$ cat src/rhc_pkg.sv
package rhc_pkg;

	// Default conversion precision
	localparam int DEF_HUE_FRAC_BITS = 6;
	localparam int DEF_SAT_BITS      = 16;

	// Channel byte, divisor (twice a byte) and sector numerator widths
	localparam int CH_W  = 8;
	localparam int DEN_W = CH_W + 1;
	localparam int T_W   = 11;

	// Quotient bits retired by each divider stage
	localparam int STEP_BITS = 4;

	// Hue scaling: 60 degrees per sector, doubled for round-to-nearest
	localparam int HUE_DEG_TURN = 360;
	localparam int HUE_MULT     = 120;

endpackage

$ cat src/rhc_front.sv
module rhc_front #(
	parameter int HUE_FRAC_BITS = rhc_pkg::DEF_HUE_FRAC_BITS,
	parameter int SAT_BITS      = rhc_pkg::DEF_SAT_BITS,
	parameter int QPAD          = 16
) (
	input  logic                      clk,
	input  logic                      en_s1,
	input  logic                      en_s2,
	input  logic [rhc_pkg::CH_W-1:0]  red,
	input  logic [rhc_pkg::CH_W-1:0]  green,
	input  logic [rhc_pkg::CH_W-1:0]  blue,
	output logic [rhc_pkg::DEN_W-1:0] sat_rem_s2,
	output logic [QPAD-1:0]           sat_work_s2,
	output logic [rhc_pkg::DEN_W-1:0] sat_den_s2,
	output logic [rhc_pkg::DEN_W-1:0] hue_rem_s2,
	output logic [QPAD-1:0]           hue_work_s2,
	output logic [rhc_pkg::DEN_W-1:0] hue_den_s2,
	output logic [rhc_pkg::CH_W-1:0]  bright_s2,
	output logic                      zero_s2
);
	import rhc_pkg::*;

	localparam int NX = QPAD + DEN_W;

	logic [CH_W-1:0] mx, mn, c;
	logic [T_W-1:0]  c11, t;
	logic [CH_W-1:0] mx_s1, c_s1;
	logic [T_W-1:0]  t_s1;
	logic [NX-1:0]   num_sat, num_hue;

	// Max, min, chroma and the sector position scaled by chroma
	always_comb begin
		mx = red;
		mn = red;
		if (green > mx) mx = green;
		if (blue > mx) mx = blue;
		if (green < mn) mn = green;
		if (blue < mn) mn = blue;
		c   = mx - mn;
		c11 = T_W'(c);
		if (mx == red) begin
			if (green >= blue) t = T_W'(green - blue);
			else t = (c11 << 2) + (c11 << 1) - T_W'(blue - green);
		end else if (mx == green) begin
			t = (c11 << 1) + T_W'(blue) - T_W'(red);
		end else begin
			t = (c11 << 2) + T_W'(red) - T_W'(green);
		end
	end

	always_ff @(posedge clk) begin
		if (en_s1) begin
			mx_s1 <= mx;
			c_s1  <= c;
			t_s1  <= t;
		end
	end

	// Rounded dividends: 2*c*full + mx over 2*mx, 2*scale*t + c over 2*c
	always_comb begin
		num_sat = (NX'(c_s1) << (SAT_BITS + 1)) - (NX'(c_s1) << 1) + NX'(mx_s1);
		num_hue = ((NX'(t_s1) * NX'(HUE_MULT)) << HUE_FRAC_BITS) + NX'(c_s1);
	end

	always_ff @(posedge clk) begin
		if (en_s2) begin
			sat_rem_s2  <= num_sat[NX-1:QPAD];
			sat_work_s2 <= num_sat[QPAD-1:0];
			sat_den_s2  <= {mx_s1, 1'b0};
			hue_rem_s2  <= num_hue[NX-1:QPAD];
			hue_work_s2 <= num_hue[QPAD-1:0];
			hue_den_s2  <= {c_s1, 1'b0};
			bright_s2   <= mx_s1;
			zero_s2     <= (c_s1 == '0);
		end
	end

endmodule

$ cat src/rhc_div_step.sv
module rhc_div_step #(
	parameter int QPAD = 16
) (
	input  logic                      clk,
	input  logic                      en,
	input  logic [rhc_pkg::DEN_W-1:0] rem_in,
	input  logic [QPAD-1:0]           work_in,
	input  logic [rhc_pkg::DEN_W-1:0] den_in,
	output logic [rhc_pkg::DEN_W-1:0] rem_q,
	output logic [QPAD-1:0]           work_q,
	output logic [rhc_pkg::DEN_W-1:0] den_q
);
	import rhc_pkg::*;

	logic [DEN_W-1:0] r;
	logic [DEN_W:0]   trial;
	logic [QPAD-1:0]  w;

	// Restoring division: dividend bits shift out of the top of the work
	// word, quotient bits shift in at the bottom
	always_comb begin
		r = rem_in;
		w = work_in;
		trial = '0;
		for (int i = 0; i < STEP_BITS; i++) begin
			trial = {r, w[QPAD-1]};
			w = {w[QPAD-2:0], 1'b0};
			if (trial >= {1'b0, den_in}) begin
				r = DEN_W'(trial - {1'b0, den_in});
				w[0] = 1'b1;
			end else begin
				r = trial[DEN_W-1:0];
			end
		end
	end

	always_ff @(posedge clk) begin
		if (en) begin
			rem_q  <= r;
			work_q <= w;
			den_q  <= den_in;
		end
	end

endmodule

$ cat src/rgb_to_hsv_converter_unit.sv
// RGB to HSV converter. Takes one 8-bit RGB pixel per clock unless stalled and returns
// brightness (max channel byte), saturation ((max-min)/max scaled so all ones
// is 1.0) and hue in 1/2^HUE_FRAC_BITS degree units below 360 degrees, both
// rounded to nearest. Sustained rate is one pixel per clock while out_ready
// holds; the two pipelined restoring dividers retire four quotient bits per
// stage. Every stage holds its item under output backpressure and empty
// stages fill, so no item is lost or repeated while stalled.
module rgb_to_hsv_converter_unit #(
	parameter int HUE_FRAC_BITS = rhc_pkg::DEF_HUE_FRAC_BITS,
	parameter int SAT_BITS      = rhc_pkg::DEF_SAT_BITS
) (
	input  logic                     clk,
	input  logic                     arst_n,
	input  logic                     in_valid,
	output logic                     in_ready,
	input  logic [rhc_pkg::CH_W-1:0] red,
	input  logic [rhc_pkg::CH_W-1:0] green,
	input  logic [rhc_pkg::CH_W-1:0] blue,
	output logic                     out_valid,
	input  logic                     out_ready,
	output logic [$clog2(rhc_pkg::HUE_DEG_TURN << HUE_FRAC_BITS)-1:0] hue,
	output logic [SAT_BITS-1:0]      saturation,
	output logic [rhc_pkg::CH_W-1:0] brightness
);
	import rhc_pkg::*;

	localparam int HUE_W = $clog2(HUE_DEG_TURN << HUE_FRAC_BITS);
	localparam int QW    = (SAT_BITS > HUE_W) ? SAT_BITS : HUE_W;
	localparam int NSTG  = (QW + STEP_BITS - 1) / STEP_BITS;
	localparam int QPAD  = NSTG * STEP_BITS;
	localparam int STG   = NSTG + 3;
	localparam logic [QPAD-1:0] HUE_TURN = QPAD'(HUE_DEG_TURN << HUE_FRAC_BITS);

	logic [STG-1:0] vld_q;
	logic [STG-1:0] en;

	logic [DEN_W-1:0] sat_rem  [NSTG+1];
	logic [QPAD-1:0]  sat_work [NSTG+1];
	logic [DEN_W-1:0] sat_den  [NSTG+1];
	logic [DEN_W-1:0] hue_rem  [NSTG+1];
	logic [QPAD-1:0]  hue_work [NSTG+1];
	logic [DEN_W-1:0] hue_den  [NSTG+1];
	logic [CH_W-1:0]  bright   [NSTG+1];
	logic             zero     [NSTG+1];

	logic [QPAD-1:0]  hue_wrap;
	logic [HUE_W-1:0] hue_q;
	logic [SAT_BITS-1:0] sat_q;
	logic [CH_W-1:0]  bright_q;

	// Per-stage load enables: a stage loads when empty or when it drains
	always_comb begin
		en[STG-1] = !vld_q[STG-1] || out_ready;
		for (int k = STG - 2; k >= 0; k--) begin
			en[k] = !vld_q[k] || en[k+1];
		end
	end

	always_ff @(posedge clk or negedge arst_n) begin
		if (!arst_n) begin
			vld_q <= '0;
		end else begin
			if (en[0]) vld_q[0] <= in_valid;
			for (int k = 1; k < STG; k++) begin
				if (en[k]) vld_q[k] <= vld_q[k-1];
			end
		end
	end

	assign in_ready  = en[0];
	assign out_valid = vld_q[STG-1];

	// Extremes, sector and dividends
	rhc_front #(
		.HUE_FRAC_BITS(HUE_FRAC_BITS),
		.SAT_BITS     (SAT_BITS),
		.QPAD         (QPAD)
	) u_front (
		.clk        (clk),
		.en_s1      (en[0]),
		.en_s2      (en[1]),
		.red        (red),
		.green      (green),
		.blue       (blue),
		.sat_rem_s2 (sat_rem[0]),
		.sat_work_s2(sat_work[0]),
		.sat_den_s2 (sat_den[0]),
		.hue_rem_s2 (hue_rem[0]),
		.hue_work_s2(hue_work[0]),
		.hue_den_s2 (hue_den[0]),
		.bright_s2  (bright[0]),
		.zero_s2    (zero[0])
	);

	// Divider stages, saturation and hue side by side
	for (genvar k = 0; k < NSTG; k++) begin : g_div
		rhc_div_step #(.QPAD(QPAD)) u_sat (
			.clk    (clk),
			.en     (en[k+2]),
			.rem_in (sat_rem[k]),
			.work_in(sat_work[k]),
			.den_in (sat_den[k]),
			.rem_q  (sat_rem[k+1]),
			.work_q (sat_work[k+1]),
			.den_q  (sat_den[k+1])
		);

		rhc_div_step #(.QPAD(QPAD)) u_hue (
			.clk    (clk),
			.en     (en[k+2]),
			.rem_in (hue_rem[k]),
			.work_in(hue_work[k]),
			.den_in (hue_den[k]),
			.rem_q  (hue_rem[k+1]),
			.work_q (hue_work[k+1]),
			.den_q  (hue_den[k+1])
		);

		always_ff @(posedge clk) begin
			if (en[k+2]) begin
				bright[k+1] <= bright[k];
				zero[k+1]   <= zero[k];
			end
		end
	end

	// A hue that rounds up to a full turn reads as zero
	assign hue_wrap = (hue_work[NSTG] >= HUE_TURN) ? hue_work[NSTG] - HUE_TURN
	                                                : hue_work[NSTG];

	// Output register; black and grey pixels give zero hue and saturation
	always_ff @(posedge clk) begin
		if (en[STG-1]) begin
			hue_q    <= zero[NSTG] ? '0 : hue_wrap[HUE_W-1:0];
			sat_q    <= zero[NSTG] ? '0 : sat_work[NSTG][SAT_BITS-1:0];
			bright_q <= bright[NSTG];
		end
	end

	assign hue        = hue_q;
	assign saturation = sat_q;
	assign brightness = bright_q;

endmodule
$ cat config.mk
export PLATFORM = sky130hd
export DESIGN_NAME = rgb_to_hsv_converter_unit
export DESIGN_NICKNAME = d
export VERILOG_FILES = /design/src/rhc_pkg.sv /design/src/rhc_front.sv /design/src/rhc_div_step.sv /design/src/rgb_to_hsv_converter_unit.sv
export SDC_FILE = /design/constraint.sdc
export NUM_CORES = 1
export LEC_CHECK = 0
export BUFFER_PORTS_ARGS = -buffer_cell sky130_fd_sc_hd__buf_2
export CAP_MARGIN = 30
export CORE_MARGIN = 3
export CORE_UTILIZATION = 50
export CTS_BUF_LIST = sky130_fd_sc_hd__clkbuf_2
export DETAILED_ROUTE_END_ITERATION = 16
export PLACE_DENSITY_LB_ADDON = 0.2
export SYNTH_ARGS = -nofsm -noshare
export SYNTH_HDL_FRONTEND = slang
export SYNTH_SLANG_ARGS = --single-unit
$ cat constraint.sdc
create_clock -name clk -period 10 [get_ports clk]
set_input_delay 2 -clock clk [delete_from_list [all_inputs] [get_ports clk]]
set_output_delay 2 -clock clk [all_outputs]
set_load 0.05 [all_outputs]
==> results.md <==
- Status: complete, no violations
- Post-DP HPWL: 53.1 mm
- Remaining DRCs: 0
- Synth Area in Compound Gates: roughly 15%
- Reg clk slew, reported paths: 100 ps
- Core area: 55800 um^2
- Worst R2R End: g_div[1].u_hue.rem_q[4]
- Setup violators final: 0
- Layout Skew: approximately 96 ps
- Fmax: between 100 and 150 MHz
- Max_cap viols: 0
- Slowest cell delay on critical path: about 490 ps
- # port buffers: between 60 and 70
- Min Tclk post-route: slightly above 9000 ps
- Starting Density: between 50% and 60%
- Routed Antenna Nets: 0
- CP max stage cell: edfxtp_1
- Largest net degree at the start of global routing: 63
- Reg2Reg Launch Point: g_div[0].u_hue.den_q[2]
- Net Count, Synth: between 3000 and 4000
- Critical-path maximum fanout: 14
- Post-synth cell types: about 90
- Die width: approximately 250 um
- Number of enable flip-flop cells after synthesis: about 340
- Critical Path Most Common Cell: a21oi_1
- Hold_ws: 371 ps
- CTS sink cnt: about 350
- WL/cell: 17.8 um
- Final Cycle Share: roughly 92%
- Vias in the first global route: ~21000
- Final nets: around 3400
- Worst r2r path cells: 37
- Async SR Flop Fraction: under 10%
- Area share of xor/xnor cells in the synthesized design: slightly below 8%
- TritonRoute pass-1 iters: 7
- Hold Path Class: reg2reg
- Simple-Gate Fraction of Synth Area: about a tenth
- Fillers: between 4000 and 5000
- Avg Cell Area, Syn: 10.4 um^2
- Placed instance count: between 3000 and 4000
- IO Pins: slightly below 70
- Antenna violations before repair: 1
- Syn-to-layout area delta: 8.65%
- Initial DRC Count: between 1000 and 1500
- Slew Limit Headroom: between 30 and 40%
- Post-Synth Adder-Cell Area: a little over a fifth
- Worst skew pair latency: approximately 970 ps
- Most common cell after layout, fill and taps aside: ha_1
- Cts bufs inserted: 87
- Internal reg-to-reg setup slack: 770 ps
- Row cnt: 86
- Post-synthesis mux area share: under 10%
- Final cell count without fillers: 3737
- Crit path DAT: approximately 9900 ps
- Critical path required time: approximately 11000 ps
- Die area: 60100 um^2
- GRT overflow: 0
- Worst-Margin Slew: 966 ps
- # hold bufs at CTS: 0
- RSZ-0062 raised after global routing: no
- Capture point of the critical path: g_div[1].u_hue.rem_q[4]
- Post-synthesis sequential area ratio: approximately 36%
- Max clock buf depth: 3
- Final Max Slew Viols: 0
- Register Area: between 10000 and 15000 um^2
- DR vias/cell: around 5.6
- Multi-input logic area: ~17000 um^2
- Worst setup EP type: flop
- Number of H-tree levels: 3
- Register bit total from synthesis: ~350
- Largest family of logic cells by synthesized area: adder cells
- Yosys Warn Count: 0
- CTS tree: done
- Proportion of layout cells with a drive suffix above 1: 14.4%
- Kind of critical path: reg2reg
- Clock Tree Root: clkbuf_2
- Placed cell areas: around 30000 um^2
- Post-Synthesis Cells: around 2700
- Most frequent cells in the layout: ha_1 (366), edfxtp_1 (338), inv_1 (272)
- GR Util All Layers: between 20% and 30%
- Die Y: approximately 250 um
- Synthesized cell area: approximately 29000 um^2
- Crit path launch: g_div[0].u_hue.den_q[2]
- Routed wire length: roughly 66 mm
- Startpoint Class: flop
- Setup TNS: 0 ps
- Global placement routability congestion: around 0.93
- Most used flip-flop cell after synthesis: edfxtp_1
- Fin. Hold Viols: 0
- Vias: roughly 21000
- Fin area: 31000 um^2
- First-pass GRT wire length: between 100 and 150 mm
cell families (layout without fill, tap and decap cells):
| group | count (synthesis) | in the layout |
|---|---|---|
| AOI/OAI and AO/OA | 677 | 677 |
| and+or+nand+nor | 560 | 560 |
| adders and majority gates | 436 | 436 |
| DFF | 345 | 345 |
| buffers and inverters | 321 | 571 |
| xor gates and xnor gates | 257 | 257 |
| muxes | 142 | 142 |
| other | 0 | 1 |
flip-flops by register name, summed over array words and instances (netlist names):
name / cells
g_div.u_hue.rem_q: 26
hue: 15
u_front.sat_work_s2: 16
g_div.u_sat.den_q: 21
u_front.hue_work_s2: 8
u_front.hue_rem_s2: 8
saturation: 16
u_front.sat_den_s2: 7
u_front.mx_s1: 8
bright: 8
zero: 4
u_front.sat_rem_s2: 9
vld_q: 7
u_front.hue_den_s2: 7
u_front.t_s1: 11
g_div.u_sat.work_q: 64
brightness: 8
u_front.c_s1: 8
g_div.u_hue.work_q: 55
u_front.zero_s2: 1
g_div.u_hue.den_q: 11
g_div.u_sat.rem_q: 27
critical path: cells and delay by family, from the launching register on:
kind,cells,cell delay [ps]
AND/OR/NAND/NOR,7,1260
AO/OA/AOI/OAI,21,4470
buffers and inverters,4,1010
multiplexers,1,390
adder cells (fa/ha/maj),4,1300
flip-flops,1,490
Yosys cell counts (56+ instances only):
master      n  area share, %
o21ai_0   119            2.1
fa_1       70            4.9
xor2_1     56            1.7
inv_1     273            3.6
edfxtp_1  338             36
xnor2_1   201            6.2
nand2_1   105            1.4
nand4_1    57            1.2
mux2_2    108            4.3
a21o_1    146            3.8
a21oi_1   259            4.5
nor2_1    168            2.2
ha_1      366             16
nor2b_1    87            1.9
metal layers:
| layer | track usage, % | vias up | wire length (um) |
|---|---|---|---|
| met5 | 0 | - | 0 |
| li1 | - | 10295 | - |
| met1 | 28.4 | 10085 | 29200 |
| met3 | 2.93 | 121 | 3020 |
| met4 | 7.59 | 0 | 1780 |
| met2 | 38.6 | 547 | 32500 |
stage by stage:
step           setup WS, ps  utilization (%)
6_report                767             55.6
5_1_grt                1.24             55.6
4_1_cts                 554             55.5
3_5_place_dp            574             54.1
3_3_place_gp            700             54.1
2_1_floorplan           979                -
timing repair:
action | in CTS | in global routing
resized for setup | 0 | 6
buffers inserted | 0 | 3
endpoints found under the setup margin | 0 | 24
worst min path at each step:
stage,from,endpoint,slack (ps),cells after the start
2_1_floorplan,bright[0],brightness[0],400,0
3_3_place_gp,g_div[2].u_hue.work_q[5],g_div[3].u_hue.work_q[9],400,0
3_5_place_dp,bright[3],brightness[3],400,0
4_1_cts,g_div[2].u_sat.work_q[2],g_div[3].u_sat.work_q[6],390,0
5_1_grt,g_div[2].u_sat.work_q[8],g_div[3].u_sat.work_q[12],390,0
6_report,g_div[2].u_sat.work_q[8],g_div[3].u_sat.work_q[12],370,0
cell type report:
type                    instances  share of cell area (%)
clock buffers                 123                    1.98
flip-flops and latches        345                    33.3
clock inverters                32                   0.588
diodes                          1                 0.00806
multi-input cells            2072                    54.9
repair buffers                141                    2.90
well taps                     748                    3.01
inverters                     275                    3.33
Power is left out: the tool's default activity adds up to more than one toggle a clock period on the data nets, which glitch-free logic cannot reach.
